[config.mk]
export PLATFORM = sky130hd
export DESIGN_NAME = graph6_sparse6_edge_decoder_unit
export DESIGN_NICKNAME = d
export VERILOG_FILES = /design/src/rtl/core/gsed_pkg.sv /design/src/rtl/core/gsed_front.sv /design/src/rtl/core/gsed_back.sv /design/src/rtl/core/graph6_sparse6_edge_decoder_unit.sv
export SDC_FILE = /design/constraint.sdc
export NUM_CORES = 1
export LEC_CHECK = 0
export BUFFER_PORTS_ARGS = -buffer_cell sky130_fd_sc_hd__buf_4
export CORE_UTILIZATION = 57
export DETAILED_ROUTE_END_ITERATION = 7
export GPL_TIMING_DRIVEN = 0
export PLACE_DENSITY = 0.81
export SYNTH_ARGS = -nofsm -noshare
export SYNTH_HDL_FRONTEND = slang
export SYNTH_SLANG_ARGS = --single-unit
[constraint.sdc]
create_clock -name i_clk -period 6.3 [get_ports i_clk]
set_input_delay 1.26 -clock i_clk [delete_from_list [all_inputs] [get_ports i_clk]]
set_output_delay 1.26 -clock i_clk [all_outputs]
set_load 0.03 [all_outputs]
[src/rtl/core/gsed_pkg.sv]
// Package with the shared types and constants of the graph line decoder.
package gsed_pkg;

    // Largest vertex count the decoder accepts; the count and index widths are sized for it.
    localparam int MAX_VERTICES = 128;

    localparam logic [7:0] CHAR_SPARSE  = 8'h3A;
    localparam logic [7:0] CHAR_DIGRAPH = 8'h26;
    localparam logic [7:0] CHAR_NL      = 8'h0A;
    localparam logic [7:0] CHAR_NUL     = 8'h00;
    localparam logic [7:0] ASCII_BIAS   = 8'd63;
    localparam logic [7:0] ASCII_TOP    = 8'd126;

    localparam logic [1:0] KIND_COUNT = 2'd0;
    localparam logic [1:0] KIND_EDGE  = 2'd1;
    localparam logic [1:0] KIND_DONE  = 2'd2;
    localparam logic [1:0] KIND_ERROR = 2'd3;

    localparam logic [2:0] ERR_NONE     = 3'd0;
    localparam logic [2:0] ERR_SIZE     = 3'd1;
    localparam logic [2:0] ERR_ILLEGAL  = 3'd2;
    localparam logic [2:0] ERR_TRUNC    = 3'd3;
    localparam logic [2:0] ERR_OVERLONG = 3'd4;

    // Byte class handed from the front part to the back part.
    typedef enum logic [1:0] {
        CLS_DATA  = 2'd0,
        CLS_TERM  = 2'd1,
        CLS_ILLEG = 2'd2
    } t_class;

    typedef struct packed {
        t_class     cls;
        logic [7:0] char_val;
        logic [5:0] data;
        logic       line_end;
    } t_req;

    typedef struct packed {
        logic [1:0] kind;
        logic [7:0] vertex_total;
        logic [6:0] edge_from;
        logic [6:0] edge_to;
        logic [2:0] error_code;
        logic       last_of_run;
    } t_res;

endpackage

[src/rtl/core/gsed_front.sv]
// Front part: accepts bytes, classifies them and queues them for the back part.
module gsed_front (
    input  logic          i_clk,
    input  logic          i_rst_n,
    input  logic          i_push,
    input  logic [7:0]    i_char_in,
    input  logic          i_line_end,
    output logic          o_full,
    output gsed_pkg::t_req o_req,
    output logic          o_req_valid,
    input  logic          i_req_take
);
    import gsed_pkg::*;

    localparam int DEPTH = 4;

    t_req       r_mem [DEPTH];
    logic [1:0] r_wptr, r_rptr;
    logic [2:0] r_count;
    t_req       w_req;
    logic       w_wr, w_rd;

    always_comb begin
        w_req.char_val = i_char_in;
        w_req.line_end = i_line_end;
        w_req.data     = 6'(i_char_in - ASCII_BIAS);
        if (i_char_in == CHAR_NL || i_char_in == CHAR_NUL) begin
            w_req.cls = CLS_TERM;
        end else if (i_char_in < ASCII_BIAS || i_char_in > ASCII_TOP) begin
            w_req.cls = CLS_ILLEG;
        end else begin
            w_req.cls = CLS_DATA;
        end
    end

    assign o_full      = (r_count == 3'(DEPTH));
    assign o_req_valid = (r_count != 3'd0);
    assign o_req       = r_mem[r_rptr];
    assign w_wr        = i_push && !o_full;
    assign w_rd        = i_req_take && o_req_valid;

    always_ff @(posedge i_clk) begin
        if (w_wr) begin
            r_mem[r_wptr] <= w_req;
        end
    end

    always_ff @(posedge i_clk) begin
        if (!i_rst_n) begin
            r_wptr  <= '0;
            r_rptr  <= '0;
            r_count <= '0;
        end else begin
            if (w_wr) r_wptr <= r_wptr + 2'd1;
            if (w_rd) r_rptr <= r_rptr + 2'd1;
            r_count <= r_count + {2'b0, w_wr} - {2'b0, w_rd};
        end
    end

`ifndef SYNTHESIS
    a_no_overflow: assert property (@(posedge i_clk) disable iff (!i_rst_n)
        r_count <= 3'(DEPTH)) else $error("request queue overflow");
    a_full_blocks: assert property (@(posedge i_clk) disable iff (!i_rst_n)
        o_full && !w_rd |=> o_full) else $error("full dropped without a take");
    a_cnt_step: assert property (@(posedge i_clk) disable iff (!i_rst_n)
        w_wr && !w_rd |=> r_count == $past(r_count) + 3'd1)
        else $error("queue count did not advance");
`endif
endmodule

[src/rtl/core/gsed_back.sv]
// Back part: runs the line parser, one bit per cycle while the result queue has two free entries.
module gsed_back (
    input  logic           i_clk,
    input  logic           i_rst_n,
    input  gsed_pkg::t_req i_req,
    input  logic           i_req_valid,
    output logic           o_req_take,
    output gsed_pkg::t_res o_res,
    output logic           o_res_valid,
    input  logic           i_res_take
);
    import gsed_pkg::*;

    localparam int QD = 4;

    typedef enum logic [3:0] {
        ST_IDLE = 4'b0001,
        ST_BITS = 4'b0010,
        ST_FIN  = 4'b0100,
        ST_ERR  = 4'b1000
    } t_state;

    // Parser state per line.
    logic [1:0]  r_fmt;
    logic [2:0]  r_phase;
    logic [35:0] r_acc;
    logic [2:0]  r_hleft;
    logic [7:0]  r_n;
    logic [6:0]  r_row;
    logic [7:0]  r_col;
    logic [7:0]  r_sv;
    logic [6:0]  r_sx;
    logic [2:0]  r_need;
    logic [2:0]  r_iw;
    logic        r_inrec;

    t_state      r_st;
    logic [5:0]  r_d;
    logic [2:0]  r_k;
    logic        r_le;
    logic [2:0]  r_errc;

    // Result queue.
    t_res        r_q [QD];
    logic [1:0]  r_qw, r_qr;
    logic [2:0]  r_qc;
    logic        w_qfull;
    logic        w_room2;

    logic        w_emit;
    t_res        w_res;

    logic [1:0]  n_fmt;
    logic [2:0]  n_phase;
    logic [35:0] n_acc;
    logic [2:0]  n_hleft;
    logic [7:0]  n_n;
    logic [6:0]  n_row;
    logic [7:0]  n_col;
    logic [7:0]  n_sv;
    logic [6:0]  n_sx;
    logic [2:0]  n_need;
    logic [2:0]  n_iw;
    logic        n_inrec;
    t_state      n_st;
    logic [5:0]  n_d;
    logic [2:0]  n_k;
    logic        n_le;
    logic [2:0]  n_errc;
    logic        w_take;

    // Edge results of a body byte are held back one slot so the final one can be flagged.
    t_res        r_hold;
    logic        r_hold_v;
    t_res        n_hold;
    logic        n_hold_v;
    logic        w_wr0, w_wr1;
    t_res        w_wr0_res, w_wr1_res;

    assign w_qfull     = (r_qc == 3'(QD));
    assign w_room2     = (r_qc <= 3'(QD - 2));
    assign o_res_valid = (r_qc != 3'd0);
    assign o_res       = r_q[r_qr];
    assign o_req_take  = w_take;

    // Width of n-1 in bits.
    function automatic logic [2:0] f_iw(input logic [7:0] n);
        logic [7:0] t;
        logic [2:0] w;
        t = (n != 8'd0) ? n - 8'd1 : 8'd0;
        w = 3'd0;
        for (int i = 0; i < 8; i++) begin
            if (t[i]) w = 3'(i + 1);
        end
        return w;
    endfunction

    always_comb begin
        logic [35:0] sz;
        logic        szd;
        logic        bit_v;
        logic [6:0]  j;
        logic        more;

        n_fmt = r_fmt; n_phase = r_phase; n_acc = r_acc; n_hleft = r_hleft;
        n_n = r_n; n_row = r_row; n_col = r_col; n_sv = r_sv; n_sx = r_sx;
        n_need = r_need; n_iw = r_iw; n_inrec = r_inrec;
        n_st = r_st; n_d = r_d; n_k = r_k; n_le = r_le; n_errc = r_errc;
        w_take = 1'b0;
        w_emit = 1'b0;
        w_res  = '0;
        sz = '0; szd = 1'b0; bit_v = 1'b0; j = '0; more = 1'b0;

        case (r_st)
            ST_IDLE: begin
                if (i_req_valid && !w_qfull) begin
                    w_take    = 1'b1;
                    n_le      = i_req.line_end;
                    if (i_req.cls == CLS_TERM) begin
                        n_st = ST_FIN;
                    end else if (r_phase == 3'd6) begin
                        n_st = i_req.line_end ? ST_FIN : ST_IDLE;
                    end else if (r_phase == 3'd0 && i_req.char_val == CHAR_SPARSE) begin
                        n_fmt = 2'd3; n_phase = 3'd1;
                        n_st = i_req.line_end ? ST_FIN : ST_IDLE;
                    end else if (r_phase == 3'd0 && i_req.char_val == CHAR_DIGRAPH) begin
                        n_fmt = 2'd2; n_phase = 3'd1;
                        n_st = i_req.line_end ? ST_FIN : ST_IDLE;
                    end else begin
                        if (r_phase == 3'd0) begin
                            n_fmt = 2'd1; n_phase = 3'd1;
                        end
                        n_st = i_req.line_end ? ST_FIN : ST_IDLE;
                        if (i_req.cls == CLS_ILLEG) begin
                            n_errc = ERR_ILLEGAL; n_st = ST_ERR;
                        end else begin
                            case (n_phase)
                                3'd1: begin
                                    if (i_req.data != 6'd63) begin
                                        sz = 36'(i_req.data); szd = 1'b1;
                                    end else begin
                                        n_phase = 3'd2;
                                    end
                                end
                                3'd2: begin
                                    if (i_req.data != 6'd63) begin
                                        n_acc = 36'(i_req.data); n_hleft = 3'd2;
                                    end else begin
                                        n_acc = '0; n_hleft = 3'd6;
                                    end
                                    n_phase = 3'd3;
                                end
                                3'd3: begin
                                    n_acc   = {r_acc[29:0], i_req.data};
                                    n_hleft = r_hleft - 3'd1;
                                    if (n_hleft == 3'd0) begin
                                        sz = n_acc; szd = 1'b1;
                                    end
                                end
                                3'd4: begin
                                    n_d = i_req.data; n_k = 3'd0; n_st = ST_BITS;
                                end
                                default: begin
                                    n_errc = ERR_OVERLONG; n_st = ST_ERR;
                                end
                            endcase
                            if (szd) begin
                                n_acc = sz;
                                if (sz > 36'(MAX_VERTICES)) begin
                                    n_errc = ERR_SIZE; n_st = ST_ERR;
                                end else begin
                                    n_n = sz[7:0];
                                    w_emit = 1'b1;
                                    w_res.kind = KIND_COUNT;
                                    w_res.vertex_total = n_n;
                                    w_res.last_of_run = !i_req.line_end;
                                    n_phase = 3'd4; n_row = '0;
                                    if (n_fmt == 2'd1) begin
                                        n_col = 8'd1;
                                        if (n_n < 8'd2) n_phase = 3'd5;
                                    end else if (n_fmt == 2'd2) begin
                                        n_col = 8'd0;
                                        if (n_n == 8'd0) n_phase = 3'd5;
                                    end else begin
                                        n_iw = f_iw(n_n); n_sv = '0; n_inrec = 1'b0;
                                        n_sx = '0; n_need = '0;
                                    end
                                end
                            end
                        end
                    end
                end
            end
            ST_ERR: begin
                if (!w_qfull) begin
                    // Nothing follows an error on its line, so it always closes the byte.
                    w_emit = 1'b1;
                    w_res.kind = KIND_ERROR; w_res.error_code = r_errc;
                    w_res.last_of_run = 1'b1;
                    n_phase = 3'd6;
                    n_st = r_le ? ST_FIN : ST_IDLE;
                end
            end
            ST_BITS: begin
                if (w_room2) begin
                    bit_v = r_d[3'd5 - r_k];
                    more  = (r_k != 3'd5);
                    if (r_fmt == 2'd3) begin
                        if (!r_inrec) begin
                            if (bit_v && r_sv < r_n) n_sv = r_sv + 8'd1;
                            n_inrec = 1'b1; n_sx = '0; n_need = r_iw;
                            j = '0;
                        end else begin
                            n_sx = {r_sx[5:0], bit_v}; n_need = r_need - 3'd1;
                            j = n_sx;
                        end
                        if (n_need == 3'd0) begin
                            n_inrec = 1'b0;
                            if ({1'b0, j} > n_sv) begin
                                n_sv = {1'b0, j};
                            end else if (n_sv < r_n) begin
                                w_emit = 1'b1;
                                w_res.kind = KIND_EDGE;
                                w_res.edge_from = j; w_res.edge_to = n_sv[6:0];
                            end
                        end
                    end else if (r_phase == 3'd4) begin
                        if (bit_v) begin
                            w_emit = 1'b1;
                            w_res.kind = KIND_EDGE;
                            w_res.edge_from = r_row; w_res.edge_to = r_col[6:0];
                        end
                        if (r_fmt == 2'd1) begin
                            n_row = r_row + 7'd1;
                            if ({1'b0, n_row} >= r_col) begin
                                n_row = '0; n_col = r_col + 8'd1;
                                if (n_col >= r_n) n_phase = 3'd5;
                            end
                        end else begin
                            n_col = r_col + 8'd1;
                            if (n_col >= r_n) begin
                                n_col = '0; n_row = r_row + 7'd1;
                                // The row can reach 128, which needs the eighth bit.
                                if ({1'b0, r_row} + 8'd1 >= r_n) n_phase = 3'd5;
                            end
                        end
                    end
                    // The flag of the final edge of the byte is set in the queue write logic below.
                    w_res.last_of_run = 1'b0;
                    n_k = r_k + 3'd1;
                    if (!more) begin
                        n_st = r_le ? ST_FIN : ST_IDLE;
                    end
                end
            end
            ST_FIN: begin
                if (w_room2) begin
                    if (r_phase == 3'd6) begin
                        w_emit = 1'b0;
                    end else if ((r_phase == 3'd4 && r_fmt == 2'd3) || r_phase == 3'd5) begin
                        w_emit = 1'b1; w_res.kind = KIND_DONE;
                    end else begin
                        w_emit = 1'b1; w_res.kind = KIND_ERROR;
                        w_res.error_code = ERR_TRUNC;
                    end
                    w_res.last_of_run = 1'b1;
                    n_fmt = '0; n_phase = '0; n_acc = '0; n_hleft = '0; n_n = '0;
                    n_row = '0; n_col = '0; n_sv = '0; n_sx = '0; n_need = '0;
                    n_iw = '0; n_inrec = 1'b0;
                    n_st = ST_IDLE;
                end
            end
            default: n_st = ST_IDLE;
        endcase
    end

    // Queue writes: up to two a cycle, the held edge first and then the new result.
    always_comb begin
        w_wr0 = 1'b0;
        w_wr1 = 1'b0;
        w_wr0_res = w_res;
        w_wr1_res = w_res;
        n_hold = r_hold;
        n_hold_v = r_hold_v;
        case (r_st)
            ST_BITS: begin
                if (w_room2) begin
                    if (w_emit) begin
                        if (r_hold_v) begin
                            w_wr0 = 1'b1; w_wr0_res = r_hold;
                        end
                        if (r_k == 3'd5 && !r_le) begin
                            // Final bit without a line end: the new edge closes the byte.
                            if (r_hold_v) begin
                                w_wr1 = 1'b1; w_wr1_res.last_of_run = 1'b1;
                            end else begin
                                w_wr0 = 1'b1; w_wr0_res.last_of_run = 1'b1;
                            end
                            n_hold_v = 1'b0;
                        end else begin
                            n_hold = w_res; n_hold_v = 1'b1;
                        end
                    end else if (r_k == 3'd5 && !r_le && r_hold_v) begin
                        w_wr0 = 1'b1; w_wr0_res = r_hold; w_wr0_res.last_of_run = 1'b1;
                        n_hold_v = 1'b0;
                    end
                end
            end
            ST_FIN: begin
                if (w_room2) begin
                    if (r_hold_v) begin
                        w_wr0 = 1'b1; w_wr0_res = r_hold; w_wr0_res.last_of_run = !w_emit;
                        w_wr1 = w_emit;
                        n_hold_v = 1'b0;
                    end else begin
                        w_wr0 = w_emit;
                    end
                end
            end
            default: w_wr0 = w_emit;
        endcase
    end

    always_ff @(posedge i_clk) begin
        if (w_wr0) r_q[r_qw] <= w_wr0_res;
        if (w_wr1) r_q[r_qw + 2'd1] <= w_wr1_res;
    end

    always_ff @(posedge i_clk) begin
        r_hold <= n_hold;
    end

    always_ff @(posedge i_clk) begin
        if (!i_rst_n) begin
            r_st <= ST_IDLE; r_fmt <= '0; r_phase <= '0; r_acc <= '0; r_hleft <= '0;
            r_n <= '0; r_row <= '0; r_col <= '0; r_sv <= '0; r_sx <= '0;
            r_need <= '0; r_iw <= '0; r_inrec <= 1'b0; r_d <= '0; r_k <= '0;
            r_le <= 1'b0; r_errc <= '0;
            r_hold_v <= 1'b0;
            r_qw <= '0; r_qr <= '0; r_qc <= '0;
        end else begin
            r_st <= n_st; r_fmt <= n_fmt; r_phase <= n_phase; r_acc <= n_acc;
            r_hleft <= n_hleft; r_n <= n_n; r_row <= n_row; r_col <= n_col;
            r_sv <= n_sv; r_sx <= n_sx; r_need <= n_need; r_iw <= n_iw;
            r_inrec <= n_inrec; r_d <= n_d; r_k <= n_k; r_le <= n_le;
            r_errc <= n_errc;
            r_hold_v <= n_hold_v;
            r_qw <= r_qw + {1'b0, w_wr0} + {1'b0, w_wr1};
            if (i_res_take && o_res_valid) r_qr <= r_qr + 2'd1;
            r_qc <= r_qc + {2'b0, w_wr0} + {2'b0, w_wr1}
                    - {2'b0, i_res_take && o_res_valid};
        end
    end

`ifndef SYNTHESIS
    a_q_bound: assert property (@(posedge i_clk) disable iff (!i_rst_n)
        r_qc <= 3'(QD)) else $error("result queue overflow");
    a_one_hot: assert property (@(posedge i_clk) disable iff (!i_rst_n)
        $onehot(r_st)) else $error("parser state lost its one-hot code");
    a_take_idle: assert property (@(posedge i_clk) disable iff (!i_rst_n)
        w_take |-> r_st == ST_IDLE) else $error("request taken while busy");
    a_fin_clears: assert property (@(posedge i_clk) disable iff (!i_rst_n)
        r_st == ST_FIN && w_room2 |=> r_phase == 3'd0)
        else $error("line finish left parser state");
`endif
endmodule

[src/rtl/core/graph6_sparse6_edge_decoder_unit.sv]
// Top level of the graph6, digraph6 and sparse6 line decoder.
//
//  channel   direction  handshake         payload
//  request   in         push / full        i_char_in, i_line_end
//  result    out        empty / pop        o_kind .. o_last_of_run
//
// A header byte is handled as the parser takes it; a body byte is taken and then
// walked one bit at a time, six bits; an error or a line finish adds a further state.
// The body bit walk sets the rate. The bit walk and the line finish wait while
// the result queue has fewer than two free entries.
// Reset is synchronous and active low; it clears both queues and the parser.
// A four entry request queue lets the input run ahead while results stall,
// and a four entry result queue lets results drain while the parser works.
module graph6_sparse6_edge_decoder_unit (
    input  logic       i_clk,
    input  logic       i_rst_n,
    input  logic       push,
    output logic       full,
    input  logic [7:0] i_char_in,
    input  logic       i_line_end,
    output logic       empty,
    input  logic       pop,
    output logic [1:0] o_kind,
    output logic [7:0] o_vertex_total,
    output logic [6:0] o_edge_from,
    output logic [6:0] o_edge_to,
    output logic [2:0] o_error_code,
    output logic       o_last_of_run
);
    import gsed_pkg::*;

    t_req w_req;
    logic w_req_valid, w_req_take, w_res_valid;
    t_res w_res;

    gsed_front u_front (
        .i_clk, .i_rst_n, .i_push(push), .i_char_in, .i_line_end,
        .o_full(full), .o_req(w_req), .o_req_valid(w_req_valid),
        .i_req_take(w_req_take)
    );

    gsed_back u_back (
        .i_clk, .i_rst_n, .i_req(w_req), .i_req_valid(w_req_valid),
        .o_req_take(w_req_take), .o_res(w_res), .o_res_valid(w_res_valid),
        .i_res_take(pop)
    );

    assign empty          = !w_res_valid;
    assign o_kind         = w_res.kind;
    assign o_vertex_total = w_res.vertex_total;
    assign o_edge_from    = w_res.edge_from;
    assign o_edge_to      = w_res.edge_to;
    assign o_error_code   = w_res.error_code;
    assign o_last_of_run  = w_res.last_of_run;

`ifndef SYNTHESIS
    a_kind_err: assert property (@(posedge i_clk) disable iff (!i_rst_n)
        !empty && o_kind == KIND_ERROR |-> o_error_code != ERR_NONE)
        else $error("error result without a code");
    a_count_rng: assert property (@(posedge i_clk) disable iff (!i_rst_n)
        !empty && o_kind == KIND_COUNT |-> 32'(o_vertex_total) <= MAX_VERTICES)
        else $error("vertex count above limit");
    a_done_last: assert property (@(posedge i_clk) disable iff (!i_rst_n)
        !empty && o_kind == KIND_DONE |-> o_last_of_run)
        else $error("line finish not flagged last");
`endif
endmodule
==> reports/metrics.yaml <==
outcome: "completed"
post_synth.cell_area_avg_um2: 10.88
number_of_hold_buffers_added_after_cts: 0
synth_top_cell_area_share_pct: 37.41
pin_count_of_the_biggest_net_entering_global_routing: 29
synth_area_um2: 16700
tightestPinTransition_ns: 1.297
power_frac_clock_pct: 26.9
clkSinkCount: 326
root_buffer: "sky130_fd_sc_hd__clkbuf_16"
clock.fmax_mhz: 166.4
crit_fanout: 6
worst-endpoint-required_ns: 6.70
total_via_count_after_detailed_routing: 12943
dpl.hpwl_um: 30570
initialDrtViolationCount: 1294
met2_length_um: 21450
final.setup_skew_ns: 0.03168
finalHoldViolations: 0
met1Wirelength_um: 17220
pwr-share-seq_pct: 36.8
remaining_drc_errors: 0
min_period_over_period_pct: 95.38
yosys.cell_types.count: 87
initial_core_util_pct: 58.01
cts_tree: "built"
die_area_um2: 29980
via_count_of_the_first_global_routing_pass: 12573
antennaDiodeCount: 0
antenna_found_initial: 0
worst_path_largest_cell_delay_ns: 0.42
synth_flop_cell: "sky130_fd_sc_hd__edfxtp_1"
synth.most_common_cell: "sky130_fd_sc_hd__edfxtp_1"
grt_pass1_wl_um: 68600
ctsHtreeMaxLevel: 2
routability_congestion: 0.9697
wp_data_arrival_ns: 6.41
crit_path_top_delay_cell: "sky130_fd_sc_hd__a21oi_1"
wl_per_cell_um: 21.47
synth_common_cells: "sky130_fd_sc_hd__edfxtp_1 (208), sky130_fd_sc_hd__nand2_1 (134), sky130_fd_sc_hd__nor2_1 (126)"
fp-row-count: 62
die_y_um: 173.1
dr.pass1.iters: 8
critical-path-top-delay-family: "adder cells"
cts.reportedPaths.clkPinSlew_ns: 0.06
min-delay-path-class: "reg2reg"
power.internal_w: 0.004687
swShare_pct: 36.53
yosys.area.top_type: "sky130_fd_sc_hd__edfxtp_1"
drt-vias-per-instance: 6.360
design_area_um2: 18830
cts-root-to-sink-buffers: 3
totalWireLength_um: 43690
placement.cell_area_um2: 17570
critPathLaunchType: "flip-flop"
portion_of_the_post_synthesis_area_used_by_sequential_elements_pct: 51.56
design.final.nets: 1708
synth.top_cells.by_area: "sky130_fd_sc_hd__edfxtp_1 (37%), sky130_fd_sc_hd__dfxtp_1 (14%), sky130_fd_sc_hd__mux4_2 (5.7%), sky130_fd_sc_hd__ha_1 (5.0%), sky130_fd_sc_hd__nand2_1 (3.0%)"
synth.ff_latch_count: 326
core_region_area_um2: 28780
end_kind: "flip-flop"
ant_nets: 0
synth.yosys.warnings: 0
synth_edf_count: 208
cts_buffers: 35
vdd_ir_drop_max_mv: 0.3266
net-switching-power_w: 0.002698
route.top_layer_used: "met4"
rsz0062_at_grt: "false"
count_of_pins_over_their_slew_limit: 0
maxSlewHeadroom_pct: 13.56
criticalPathCategory: "reg2reg"
setup_tns_after_final_layout_ns: 0
routed-wl-met3_um: 3336
power.leakage_nw: 6.713
clk_latency_ns: 0.52
fraction_of_final_layout_cells_with_drive_strength_greater_than_1_pct: 12.72
ioPinCount: 43
fillerInstances: 2209
total_grt_overflow: 0
syn-instance-count: 1534
grt_util_all_layers_pct: 29.10
finalSetupViolations: 0
critical_path.n_buffers_inverters: 3
power.density_cell_area_nw_per_um2: 392.3
power.share.combinational_pct: 36.3
floorplan.die.width_um: 173.1
async_flop_share_pct: 0
io_buffer_count: 41
drv.max_cap_violation_count: 0
synthesis.nets: 1618
min_period_ns: 6.009
area_growth_syn_to_layout_pct: 12.77
[layout by cell type (no fill, tap or decap), types with 6 or more instances in the layout]
master and n:
sky130_fd_sc_hd__o21ai_1 6, sky130_fd_sc_hd__o22ai_1 32, sky130_fd_sc_hd__nor2_1 125, sky130_fd_sc_hd__a21o_1 8
sky130_fd_sc_hd__a22o_1 35, sky130_fd_sc_hd__nand2_1 134, sky130_fd_sc_hd__clkbuf_1 70, sky130_fd_sc_hd__nor4_1 11
sky130_fd_sc_hd__xor2_1 9, sky130_fd_sc_hd__o31ai_1 7, sky130_fd_sc_hd__a21oi_1 83, sky130_fd_sc_hd__or2_2 8
sky130_fd_sc_hd__xnor2_1 19, sky130_fd_sc_hd__a21boi_0 35, sky130_fd_sc_hd__and3_1 14, sky130_fd_sc_hd__nor3_1 30
sky130_fd_sc_hd__buf_2 11, sky130_fd_sc_hd__mux2i_1 17, sky130_fd_sc_hd__dfxtp_1 117, sky130_fd_sc_hd__o2bb2ai_1 9
sky130_fd_sc_hd__nor2b_1 47, sky130_fd_sc_hd__ha_1 67, sky130_fd_sc_hd__nand3_1 65, sky130_fd_sc_hd__buf_4 50
sky130_fd_sc_hd__edfxtp_1 208, sky130_fd_sc_hd__nand4_1 12, sky130_fd_sc_hd__or3_1 11, sky130_fd_sc_hd__and2_1 41
sky130_fd_sc_hd__clkbuf_16 36, sky130_fd_sc_hd__mux4_2 42, sky130_fd_sc_hd__nand2b_1 11, sky130_fd_sc_hd__inv_1 73
sky130_fd_sc_hd__o21ai_0 44, sky130_fd_sc_hd__a31oi_1 11, sky130_fd_sc_hd__o21a_1 8
[routing by layer]
metal / vias to the layer above / global-route usage, %
met5: - / 0
met4: 0 / 12.24
met3: 124 / 3.188
met2: 672 / 50.25
met1: 6245 / 37.35
li1: 5902 / -
[metrics by stage]
stage,total power [W],setup slack [ns],cells,hold WS [ns],util [%]
after CTS,0.007341,-0.002563,2026,0.4498,65.06
after global placement,0.005267,-3.052,1959,0.4407,60.75
after floorplan,0.004558,-0.3924,1534,0.4308,-
after global routing,0.007717,0.02826,2035,0.4921,65.42
final,0.007385,0.2911,2035,0.4487,65.42
after detailed placement,0.005356,-0.7010,1962,0.4423,61.06
[power by group through the flow]
stage | logic, W | registers, W | clock network [W]
2_1_floorplan | 0.00185 | 0.00270 | 0
3_3_place_gp | 0.00252 | 0.00275 | 0
3_5_place_dp | 0.00260 | 0.00275 | 0
4_1_cts | 0.00263 | 0.00271 | 0.00200
5_1_grt | 0.00290 | 0.00274 | 0.00208
6_report | 0.00268 | 0.00271 | 0.00199
[worst min-delay path: stages, from the launching register on]
cell and delay (ns):
sky130_fd_sc_hd__dfxtp_1 0.31, sky130_fd_sc_hd__nand2_1 0.05, sky130_fd_sc_hd__a21boi_1 0.05
[kinds of logic (layout without fill, tap and decap cells)]
group                      after synthesis  in the layout  synth area share, %
xor gates and xnor gates                29             29                1.521
AOI/OAI and AO/OA                      348            348                14.33
adders and majority gates               72             72                5.561
buffers and inverters                  150            267                3.657
and+or+nand+nor                        548            548                16.55
muxes                                   61             61                6.820
DFF                                    326            326                51.56
[worst paths after layout]
| path | cells past startpoint | end | slack (ns) | from |
|---|---|---|---|---|
| setup / recovery | 25 | u_back.r_qc[2] | 0.29 | u_back.r_n[7] |
| hold / removal | 2 | u_back.r_need[1] | 0.45 | u_back.r_need[1] |
| setup reg to reg | 25 | u_back.r_qc[2] | 0.29 | u_back.r_n[7] |
| hold reg to reg | 2 | u_back.r_need[1] | 0.45 | u_back.r_need[1] |
[state kept, by name, indices dropped and copies added, names as in the netlist, 3 cells and up, named ones only]
signal,flops
u_back.r_col,8
u_back.r_k,3
u_back.r_st,4
u_back.r_qc,3
u_back.r_errc,3
u_back.r_sv,8
u_back.r_sx,6
u_back.r_iw,3
u_back.r_n,8
u_back.r_phase,3
u_front.r_mem,68
u_back.r_acc,30
u_back.r_row,7
u_front.r_count,3
u_back.r_hleft,3
u_back.r_hold,28
u_back.r_need,3
u_back.r_q,112
u_back.r_d,6
[what timing repair did]
action                                  in CTS  in global routing
resized for setup                            6                  6
cloned                                       0                  0
endpoints found under the hold margin        0                  0
setup buffers                                0                  9
pin swaps                                    1                  4
endpoints found under the setup margin     108                114
[area by class of cell]
class,count,area (µm²),share of cell area [%]
Multi-Input combinational cell,1058,7574,40.22
Inverter,73,274.0,1.455
Sequential cell,326,8610,45.73
Clock inverter,12,107.6,0.5715
Clock buffer,52,1001,5.316
Buffer,77,336.6,1.788
Timing Repair Buffer,53,445.4,2.366
Tap cell,384,480.5,2.552
Note: power is estimated with default switching activity, not from simulation.
